===== src/hdl/cte_pkg.sv =====
// Shared types, constants and helper functions for the cue track span extractor.
// No dependencies; every other file of the block refers to it by scoped names.
`timescale 1ns / 1ps
`default_nettype none

package cte_pkg;

  localparam int unsigned TRACK_W    = 7;
  localparam int unsigned BYTE_W     = 8;
  localparam int unsigned POS_W      = 4;
  localparam int unsigned FRAMES_W   = 19;
  localparam int unsigned OFFSET_W   = 30;
  localparam int unsigned BPF_W      = 12;
  localparam int unsigned OUT_DATA_W = 64;
  localparam int unsigned CFG_DATA_W = 32;
  localparam int unsigned CFG_ADDR_W = 3;

  localparam logic [TRACK_W-1:0] TRACK_RESET     = 7'd1;
  localparam logic [TRACK_W-1:0] TRACK_MAX       = 7'd99;
  localparam logic [BPF_W-1:0]   BYTES_PER_FRAME = 12'd2352;

  localparam logic [POS_W-1:0] LEN_FULL  = 4'd8;
  localparam logic [POS_W-1:0] LEN_INDEX = 4'd5;
  localparam logic [POS_W-1:0] SKIP_LAST = 4'd3;

  localparam logic [2:0] TPOS_SEP0 = 3'd2;
  localparam logic [2:0] TPOS_SEP1 = 3'd5;
  localparam logic [2:0] TPOS_LAST = 3'd7;

  localparam logic [0:0] REG_TRACK = 1'b0;

  typedef enum logic [2:0] {
    PH_TRACK      = 3'd0,
    PH_INDEX01    = 3'd1,
    PH_SKIP_ONE   = 3'd2,
    PH_START_TIME = 3'd3,
    PH_INDEX      = 3'd4,
    PH_SKIP_FOUR  = 3'd5,
    PH_END_TIME   = 3'd6,
    PH_DONE       = 3'd7
  } phase_t;

  typedef struct packed {
    logic [3:0] tens;
    logic [3:0] ones;
    logic       track_ok;
  } track_cfg_t;

  typedef struct packed {
    logic [FRAMES_W-1:0] start_frames;
    logic                start_found;
    logic [FRAMES_W-1:0] end_frames;
    logic                end_found;
  } span_t;

  function automatic logic [BYTE_W-1:0] index_char(input logic [2:0] pos);
    logic [BYTE_W-1:0] c;
    case (pos)
      3'd0:    c = "I";
      3'd1:    c = "N";
      3'd2:    c = "D";
      3'd3:    c = "E";
      3'd4:    c = "X";
      3'd5:    c = " ";
      3'd6:    c = "0";
      default: c = "1";
    endcase
    return c;
  endfunction

  function automatic logic [BYTE_W-1:0] track_char(input logic [2:0] pos,
                                                   input logic [3:0] tens,
                                                   input logic [3:0] ones);
    logic [BYTE_W-1:0] c;
    case (pos)
      3'd0:    c = "T";
      3'd1:    c = "R";
      3'd2:    c = "A";
      3'd3:    c = "C";
      3'd4:    c = "K";
      3'd5:    c = " ";
      3'd6:    c = {4'h3, tens};
      default: c = {4'h3, ones};
    endcase
    return c;
  endfunction

  function automatic logic [15:0] digit_weight(input logic [2:0] pos);
    logic [15:0] w;
    case (pos)
      3'd0:    w = 16'd45000;
      3'd1:    w = 16'd4500;
      3'd3:    w = 16'd750;
      3'd4:    w = 16'd75;
      3'd6:    w = 16'd10;
      3'd7:    w = 16'd1;
      default: w = 16'd0;
    endcase
    return w;
  endfunction

endpackage

`default_nettype wire


===== src/hdl/cte_cfg.sv =====
// APB-style register file holding the wanted track number and its decimal digits.
// Depends on cte_pkg.
`timescale 1ns / 1ps
`default_nettype none

module cte_cfg (
  input  wire logic                              clk,
  input  wire logic                              rst_n,
  input  wire logic                              cfg_psel,
  input  wire logic                              cfg_penable,
  input  wire logic                              cfg_pwrite,
  input  wire logic [cte_pkg::CFG_ADDR_W-1:0]    cfg_paddr,
  input  wire logic [cte_pkg::CFG_DATA_W-1:0]    cfg_pwdata,
  output logic      [cte_pkg::CFG_DATA_W-1:0]    cfg_prdata,
  output logic                                   cfg_pready,
  output cte_pkg::track_cfg_t                    track_cfg
);

  logic [cte_pkg::TRACK_W-1:0] track_r, track_nxt;
  cte_pkg::track_cfg_t         digits_r, digits_nxt;
  logic                        wr_en;
  logic [cte_pkg::TRACK_W-1:0] wdata;
  logic [3:0]                  tens;

  assign cfg_pready = 1'b1;
  assign wr_en = cfg_psel && cfg_penable && cfg_pwrite &&
                 (cfg_paddr[2] == cte_pkg::REG_TRACK);
  assign wdata = cfg_pwdata[cte_pkg::TRACK_W-1:0];

  always_comb begin
    tens = 4'd0;
    for (int q = 1; q < 10; q++) begin
      if (wdata >= cte_pkg::TRACK_W'(q * 10)) begin
        tens = 4'(q);
      end
    end
    track_nxt = track_r;
    digits_nxt = digits_r;
    if (wr_en) begin
      track_nxt = wdata;
      digits_nxt.tens = tens;
      digits_nxt.ones = 4'(wdata - ({3'd0, tens} * 7'd10));
      digits_nxt.track_ok = (wdata <= cte_pkg::TRACK_MAX);
    end
  end

  always_ff @(posedge clk) begin
    if (!rst_n) begin
      track_r <= cte_pkg::TRACK_RESET;
      digits_r.tens <= 4'd0;
      digits_r.ones <= 4'd1;
      digits_r.track_ok <= 1'b1;
    end else begin
      track_r <= track_nxt;
      digits_r <= digits_nxt;
    end
  end

  always_comb begin
    cfg_prdata = '0;
    if (cfg_paddr[2] == cte_pkg::REG_TRACK) begin
      cfg_prdata = {{(cte_pkg::CFG_DATA_W - cte_pkg::TRACK_W){1'b0}}, track_r};
    end
  end

  assign track_cfg = digits_r;

endmodule

`default_nettype wire


===== src/hdl/cte_scan.sv =====
// Byte scanner: pattern searches, time parsing and frame accumulation per item.
// Depends on cte_pkg.
`timescale 1ns / 1ps
`default_nettype none

module cte_scan (
  input  wire logic                          clk,
  input  wire logic                          rst_n,
  input  wire cte_pkg::track_cfg_t           track_cfg,
  input  wire logic                          in_accept,
  input  wire logic [cte_pkg::BYTE_W-1:0]    in_byte,
  input  wire logic                          in_last,
  output logic                               span_valid,
  output cte_pkg::span_t                     span
);

  cte_pkg::phase_t                phase_r, phase_nxt;
  logic [cte_pkg::POS_W-1:0]      pos_r, pos_nxt;
  logic [cte_pkg::FRAMES_W-1:0]   acc_r, acc_nxt;
  logic                           good_r, good_nxt;
  cte_pkg::span_t                 span_r, span_nxt;

  logic [cte_pkg::POS_W-1:0]      pat_len;
  logic [cte_pkg::BYTE_W-1:0]     pat_chr;
  logic [cte_pkg::BYTE_W-1:0]     first_chr;
  logic [cte_pkg::POS_W-1:0]      search_pos;
  logic                           search_hit;
  logic [2:0]                     tpos;
  logic                           is_digit;
  logic                           tskip;
  logic [cte_pkg::FRAMES_W-1:0]   acc_add;
  logic                           good_t;

  always_comb begin
    pat_len = (phase_r == cte_pkg::PH_INDEX) ? cte_pkg::LEN_INDEX : cte_pkg::LEN_FULL;
    if (phase_r == cte_pkg::PH_TRACK) begin
      pat_chr = cte_pkg::track_char(pos_r[2:0], track_cfg.tens, track_cfg.ones);
      first_chr = "T";
    end else begin
      pat_chr = cte_pkg::index_char(pos_r[2:0]);
      first_chr = "I";
    end
    if ((pos_r < pat_len) && (in_byte == pat_chr)) begin
      search_pos = pos_r + 4'd1;
    end else begin
      search_pos = (in_byte == first_chr) ? 4'd1 : 4'd0;
    end
    search_hit = (search_pos >= pat_len);

    tpos = pos_r[2:0];
    is_digit = (in_byte >= "0") && (in_byte <= "9");
    tskip = (tpos == cte_pkg::TPOS_SEP0) || (tpos == cte_pkg::TPOS_SEP1);
    acc_add = acc_r + ({15'd0, in_byte[3:0]} * {3'd0, cte_pkg::digit_weight(tpos)});
    good_t = good_r;
    if (!tskip && !is_digit) begin
      good_t = 1'b0;
    end

    phase_nxt = phase_r;
    pos_nxt = pos_r;
    acc_nxt = acc_r;
    good_nxt = good_r;
    span_nxt = span_r;

    unique case (phase_r)
      cte_pkg::PH_TRACK: begin
        if (track_cfg.track_ok) begin
          pos_nxt = search_hit ? 4'd0 : search_pos;
          if (search_hit) phase_nxt = cte_pkg::PH_INDEX01;
        end else begin
          pos_nxt = 4'd0;
        end
      end
      cte_pkg::PH_INDEX01: begin
        pos_nxt = search_hit ? 4'd0 : search_pos;
        if (search_hit) phase_nxt = cte_pkg::PH_SKIP_ONE;
      end
      cte_pkg::PH_SKIP_ONE: begin
        phase_nxt = cte_pkg::PH_START_TIME;
        pos_nxt = 4'd0;
        acc_nxt = '0;
        good_nxt = 1'b1;
      end
      cte_pkg::PH_START_TIME, cte_pkg::PH_END_TIME: begin
        good_nxt = good_t;
        if (!tskip && is_digit) acc_nxt = acc_add;
        if (tpos == cte_pkg::TPOS_LAST) begin
          pos_nxt = 4'd0;
          if (phase_r == cte_pkg::PH_START_TIME) begin
            phase_nxt = cte_pkg::PH_INDEX;
            if (good_t) begin
              span_nxt.start_frames = acc_nxt;
              span_nxt.start_found = 1'b1;
            end
          end else begin
            phase_nxt = cte_pkg::PH_DONE;
            if (good_t) begin
              span_nxt.end_frames = acc_nxt;
              span_nxt.end_found = 1'b1;
            end
          end
        end else begin
          pos_nxt = {1'b0, tpos} + 4'd1;
        end
      end
      cte_pkg::PH_INDEX: begin
        pos_nxt = search_hit ? 4'd0 : search_pos;
        if (search_hit) phase_nxt = cte_pkg::PH_SKIP_FOUR;
      end
      cte_pkg::PH_SKIP_FOUR: begin
        if (pos_r >= cte_pkg::SKIP_LAST) begin
          phase_nxt = cte_pkg::PH_END_TIME;
          pos_nxt = 4'd0;
          acc_nxt = '0;
          good_nxt = 1'b1;
        end else begin
          pos_nxt = pos_r + 4'd1;
        end
      end
      cte_pkg::PH_DONE: begin
      end
      default: begin
      end
    endcase
  end

  always_ff @(posedge clk) begin
    if (!rst_n || (in_accept && in_last)) begin
      phase_r <= cte_pkg::PH_TRACK;
      pos_r <= '0;
      acc_r <= '0;
      good_r <= 1'b1;
      span_r <= '0;
    end else if (in_accept) begin
      phase_r <= phase_nxt;
      pos_r <= pos_nxt;
      acc_r <= acc_nxt;
      good_r <= good_nxt;
      span_r <= span_nxt;
    end
  end

  assign span_valid = in_accept && in_last;
  assign span = span_nxt;

endmodule

`default_nettype wire


===== src/hdl/cte_out.sv =====
// Result path: span holding stage, offset multiply and output register with handshake.
// Depends on cte_pkg.
`timescale 1ns / 1ps
`default_nettype none

module cte_out (
  input  wire logic                               clk,
  input  wire logic                               rst_n,
  input  wire logic                               span_valid,
  input  wire cte_pkg::span_t                     span,
  output logic                                    take_ok,
  output logic                                    out_tvalid,
  input  wire logic                               out_tready,
  output logic      [cte_pkg::OUT_DATA_W-1:0]     out_tdata
);

  cte_pkg::span_t                  hold_r;
  logic                            hold_valid_r, hold_valid_nxt;
  logic                            out_valid_r, out_valid_nxt;
  logic [cte_pkg::OUT_DATA_W-1:0]  data_r;
  logic                            out_load;
  logic                            hold_move;
  logic [cte_pkg::OFFSET_W-1:0]    start_off;
  logic [cte_pkg::OFFSET_W-1:0]    end_off;

  assign out_load = !out_valid_r || out_tready;
  assign hold_move = hold_valid_r && out_load;
  assign take_ok = !hold_valid_r || hold_move;

  assign start_off = {11'd0, hold_r.start_frames} * {18'd0, cte_pkg::BYTES_PER_FRAME};
  assign end_off = {11'd0, hold_r.end_frames} * {18'd0, cte_pkg::BYTES_PER_FRAME};

  always_comb begin
    hold_valid_nxt = hold_valid_r;
    if (span_valid) begin
      hold_valid_nxt = 1'b1;
    end else if (hold_move) begin
      hold_valid_nxt = 1'b0;
    end
    out_valid_nxt = out_valid_r;
    if (hold_move) begin
      out_valid_nxt = 1'b1;
    end else if (out_tready) begin
      out_valid_nxt = 1'b0;
    end
  end

  always_ff @(posedge clk) begin
    if (!rst_n) begin
      hold_valid_r <= 1'b0;
      out_valid_r <= 1'b0;
    end else begin
      hold_valid_r <= hold_valid_nxt;
      out_valid_r <= out_valid_nxt;
    end
  end

  always_ff @(posedge clk) begin
    if (span_valid) begin
      hold_r <= span;
    end
    if (hold_move) begin
      data_r <= {2'b00, hold_r.end_found, end_off, hold_r.start_found, start_off};
    end
  end

  assign out_tvalid = out_valid_r;
  assign out_tdata = data_r;

endmodule

`default_nettype wire


===== src/hdl/cue_track_span_extractor.sv =====
// Cue-sheet track span extractor: one byte item per cycle, one result per sheet.
// Result: last byte's span enters the hold stage, then the output register.
// Throughput: 1 byte item per cycle; in_tready drops only while both the span
// hold stage and the output register are full and out_tready is low.
// Reset: synchronous active-low rst_n clears scan state and results; track = 1.
// Depends on cte_pkg, cte_cfg, cte_scan and cte_out.
`timescale 1ns / 1ps
`default_nettype none

module cue_track_span_extractor (
  input  wire logic                               clk,
  input  wire logic                               rst_n,
  input  wire logic                               in_tvalid,
  output logic                                    in_tready,
  input  wire logic [7:0]                         in_tdata,   // [7:0] byte_value
  input  wire logic                               in_tlast,   // last_byte
  output logic                                    out_tvalid,
  input  wire logic                               out_tready,
  // [29:0] start_offset, [30] start_valid, [60:31] end_offset, [61] end_valid
  output logic      [cte_pkg::OUT_DATA_W-1:0]     out_tdata,
  input  wire logic                               cfg_psel,
  input  wire logic                               cfg_penable,
  input  wire logic                               cfg_pwrite,
  input  wire logic [cte_pkg::CFG_ADDR_W-1:0]     cfg_paddr,
  input  wire logic [cte_pkg::CFG_DATA_W-1:0]     cfg_pwdata,
  output logic      [cte_pkg::CFG_DATA_W-1:0]     cfg_prdata,
  output logic                                    cfg_pready
);

  cte_pkg::track_cfg_t track_cfg;
  cte_pkg::span_t      span;
  logic                span_valid;
  logic                take_ok;
  logic                in_accept;

  assign in_tready = take_ok;
  assign in_accept = in_tvalid && take_ok;

  cte_cfg u_cfg (
    .clk         (clk),
    .rst_n       (rst_n),
    .cfg_psel    (cfg_psel),
    .cfg_penable (cfg_penable),
    .cfg_pwrite  (cfg_pwrite),
    .cfg_paddr   (cfg_paddr),
    .cfg_pwdata  (cfg_pwdata),
    .cfg_prdata  (cfg_prdata),
    .cfg_pready  (cfg_pready),
    .track_cfg   (track_cfg)
  );

  cte_scan u_scan (
    .clk        (clk),
    .rst_n      (rst_n),
    .track_cfg  (track_cfg),
    .in_accept  (in_accept),
    .in_byte    (in_tdata),
    .in_last    (in_tlast),
    .span_valid (span_valid),
    .span       (span)
  );

  cte_out u_out (
    .clk        (clk),
    .rst_n      (rst_n),
    .span_valid (span_valid),
    .span       (span),
    .take_ok    (take_ok),
    .out_tvalid (out_tvalid),
    .out_tready (out_tready),
    .out_tdata  (out_tdata)
  );

endmodule

`default_nettype wire


===== config.mk =====
export PLATFORM = sky130hd
export DESIGN_NAME = cue_track_span_extractor
export DESIGN_NICKNAME = d
export VERILOG_FILES = /design/src/hdl/cte_pkg.sv /design/src/hdl/cte_cfg.sv /design/src/hdl/cte_scan.sv /design/src/hdl/cte_out.sv /design/src/hdl/cue_track_span_extractor.sv
export SDC_FILE = /design/constraint.sdc
export NUM_CORES = 1
export LEC_CHECK = 0
export ABC_AREA = 1
export BUFFER_PORTS_ARGS = -buffer_cell sky130_fd_sc_hd__buf_2
export CORE_ASPECT_RATIO = 0.75
export CORE_MARGIN = 3
export CORE_UTILIZATION = 45
export CTS_CLUSTER_DIAMETER = 80
export CTS_CLUSTER_SIZE = 30
export DETAILED_ROUTE_END_ITERATION = 10
export GPL_TIMING_DRIVEN = 0
export PLACE_DENSITY_LB_ADDON = 0.3
export RECOVER_POWER = 25
export SLEW_MARGIN = 5
export SYNTH_ARGS = -nofsm -noshare
export SYNTH_HDL_FRONTEND = slang
export SYNTH_HIERARCHICAL = 1
export SYNTH_SLANG_ARGS = --single-unit

===== constraint.sdc =====
create_clock -name clk -period 6.8 [get_ports clk]
set_clock_uncertainty 0.1 [all_clocks]
set_input_delay 1.36 -clock clk [delete_from_list [all_inputs] [get_ports clk]]
set_output_delay 1.36 -clock clk [all_outputs]
set_load 0.05 [all_outputs]

==> results by group <==
Run status
  – Run status: finished, violations left
  – Failing checks: max-capacitance violations, max-slew violations

Power and ir drop
  – Clock Power Share: between 20% and 30%
  – VDD IR max: roughly 0.19 mV
  – Psw: 0.001521 W
  – Sw frac: 41.20%
  – PD cells: 201.0 mW/mm2
  – Logic gate share of total power: about two fifths
  – Int Pwr: ~0.0022 W
  – Flop pwr share: 32.9%
  – LEAKAGE: 9.545 nW

Placement
  – Placer Congestion: 0.9029
  – # port buffers: 85
  – HPWL Detailed: 31470 um
  – Placed insts: 2822
  – Setup WS pre-CTS: between 0.5 and 0.6 ns

Clock tree
  – Clk buf depth: 2
  – CTS root buf: clkbuf_16
  – Clock transition at path regs: 0.07 ns
  – CTS tree: yes
  – Resized cells post-CTS: 0
  – CTS Buf Count: 17
  – Htree depth: 4
  – Hold_buf cts: 0
  – Setup Fix Bufs, Post-CTS: 0
  – TritonCTS Sinks: 178
  – Clock insertion delay at the later pin of the skew report: approximately 0.44 ns

Critical path
  – Worst EP arrival: between 6 and 7 ns
  – Required time of the critical path: 6.97 ns
  – WP buf/inv: 5
  – Crit path launch type: flop
  – Worst setup EP type: flop
  – Worst path max stage delay: between 0.6 and 0.7 ns
  – R2R setup slack: slightly below 0.7 ns
  – Crit-path cells: inv_1 -> ha_1 -> nand2_4 -> nand2_2 -> nor3_1 -> inv_1 -> o21ai_0 -> nor2_1 -> fa_1 -> fa_1 -> inv_1 -> fa_1 -> inv_1 -> ha_1 -> a21oi_1 -> o21ai_0 -> nor2_1 -> inv_1 -> a21oi_1 -> xor2_1 -> o21ai_0 -> nand2_1 -> o21ai_0
  – Most used cell, CP: inv_1
  – Top delay family on crit path: adder cells
  – Setup CP Type: reg -> reg
  – Worst-path maximum fanout: 8
  – Crit path max-delay cell type: o21ai_0

Flow run
  – Total of max-cap violations: 1

STA
  – Worst slew pin tran: 2.510 ns
  – WHS: 0.3214 ns
  – TNS Setup: 0 ns
  – Fmax: 163.6 MHz
  – Period minus WS final: a little over 6 ns
  – Final hold violation count: 0
  – Headroom to the max-slew limit: -67.32%
  – Slew Viols, Final: 26
  – Final period util: 89.88%
  – Final WS setup: 0.6879 ns
  – Unrepaired setup endpoints after global routing: no
  – Finish-stage setup viols: 0

Die
  – Die width: 228.2 um
  – Ports: 150
  – Die Ht: ~170 um
  – CORE AREA: 0.03618 mm2
  – Placement Rows: 60
  – Die area: about 0.039 mm2
  – Initial core utilization: 46.04%

GRT
  – Global-route wire length before repair: 65570 um
  – Antenna violations before repair: 0
  – GRT Util Overall: 19.82%
  – Largest net degree at the start of global routing: 42
  – Vias in the first global route: 13240
  – Global route overflow: 0

Route
  – 1st-iter DRT viols: 1000
  – Final wirelength: around 38000 um
  – Pre-antenna DRT Iters: 6
  – Post-route ant nets: 0
  – Via Count: 13770
  – DRC Markers: 0
  – Drt wl/cell: 13.27 um
  – Vias per cell: slightly below 5

Final layout
  – Register area: 0.004504 mm2
  – Layout cells sized above 1: 10.47%
  – FILL cells: approximately 3600
  – Multi-input gate area: 0.009910 mm2
  – # diodes: 0
  – Layout Utilization: 50.75%
  – Layout Cells excl Fill: ~2900
  – Fin nets: 2677
  – Area growth from synthesis to layout: 10.22%

Synth
  – Sequential element share of the synthesized area: 27.04%
  – Ys flop type: edfxtp_1
  – Post-synth EDFFs: 94
  – Seq cells post-synth: 178
  – Synthesized area: 0.01666 mm2
  – Avg Inst Size Synth: 7.549 um2
  – Ys Warns: 6
  – Synth unique cells: 50
  – Async set-reset flop share out of synthesis: 0%
  – Synth Instances: around 2200

Min path
  – Hold Crit Class: reg -> reg
[path summary, 6_finish.rpt]
check | from | depth (start not counted) | to
max | u_scan/pos_r[0] | 23 | u_out/hold_r[15]
min | u_out/hold_r[0] | 0 | u_out/out_tdata[61]
max reg2reg | u_scan/pos_r[0] | 23 | u_out/hold_r[15]
min reg2reg | u_out/hold_r[0] | 0 | u_out/out_tdata[61]
[flip-flops by register name (all words and copies together) (netlist names)]
name,cells
u_scan/span_r,40
u_out/out_tdata,54
u_scan/good_r,1
u_cfg/track_r,7
u_out/hold_valid_r,1
u_scan/acc_r,19
u_out/hold_r,40
u_scan/pos_r,4
u_scan/phase_r,3
u_out/out_tvalid,1
u_cfg/track_cfg,8
[metrics by stage]
step	area [um2]	total power, W
after floorplan	16780	0.002409
after global placement	17830	0.002711
after detailed placement	17860	0.002735
after CTS	18430	0.003718
after global routing	18360	0.003984
final	18360	0.003691
[synthesized netlist by cell type, types with 20 or more instances]
master    number  area, um2
xor2_1        22      192.7
clkbuf_1      20      75.07
nand2_2       30      187.7
a21oi_1      119      595.6
dfxtp_1       84       1682
buf_4         38      285.3
inv_1        482       1809
ha_1         183       2290
nand2_1      520       1952
edfxtp_1      94       2823
o21ai_0      108      540.5
nand3_1       87      435.4
nor2_1       145      544.3
fa_1          98       1962
inv_2         20      75.07
[power groups by stage]
stage,logic (W),registers (W),clock network (W)
3_5_place_dp,0.00150,0.00124,0
4_1_cts,0.00150,0.00122,0.000999
6_report,0.00150,0.00122,0.000974
5_1_grt,0.00172,0.00122,0.00104
3_3_place_gp,0.00147,0.00124,0
2_1_floorplan,0.00109,0.00131,0
[metal layers]
layer	GRT usage, %	vias up	part of all wire, %
li1	-	7062	-
met1	29.72	6401	50
met2	30.94	274	44
met4	3.391	0	1.0
met3	2.652	28	5.0
met5	0	-	0
[cells in the final DEF (no fill, tap or decap), types with 4 or more instances in the layout]
cell type and count:
o21ai_0 108, buf_4 38, a211oi_1 5, nor2_2 14, nand3_1 87, o21bai_1 4, inv_2 21, edfxtp_1 94
nor2_1 145, nand3_2 7, nor3_1 12, nand2_1 521, nand4_1 17, o211ai_1 9, nand2_2 29, xor2_1 22
inv_8 4, xnor2_1 8, a21oi_1 119, clkbuf_16 17, fa_1 98, dfxtp_1 84, nor2_4 12, a21oi_2 5
inv_1 481, ha_1 183, buf_2 63, or2_2 7, nand2_4 8, conb_1 36, clkbuf_1 56
[cells by family (layout without fill, tap and decap cells)]
kind of cell               count (synthesis)  count (layout)  share of synthesized area (%)
AOI/OAI and AO/OA                        270             270                          8.862
xor gates and xnor gates                  30              30                          1.577
adders and majority gates                281             281                          25.52
buffers and inverters                    578             696                          14.21
DFF                                      178             178                          27.04
other                                      3              36                        0.06759
and+or+nand+nor                          867             867                          22.73
[final cells by class]
cell class / instances / share of cell area [%]
buffer: 73 / 2.385
clock buffer: 17 / 2.317
clock inverter: 15 / 0.8040
inverter: 505 / 10.42
multi-input combinational: 1484 / 53.97
sequential: 178 / 24.53
tap: 496 / 3.380
timing repair buffer: 86 / 2.201
Note: power is estimated with default switching activity, not from simulation.
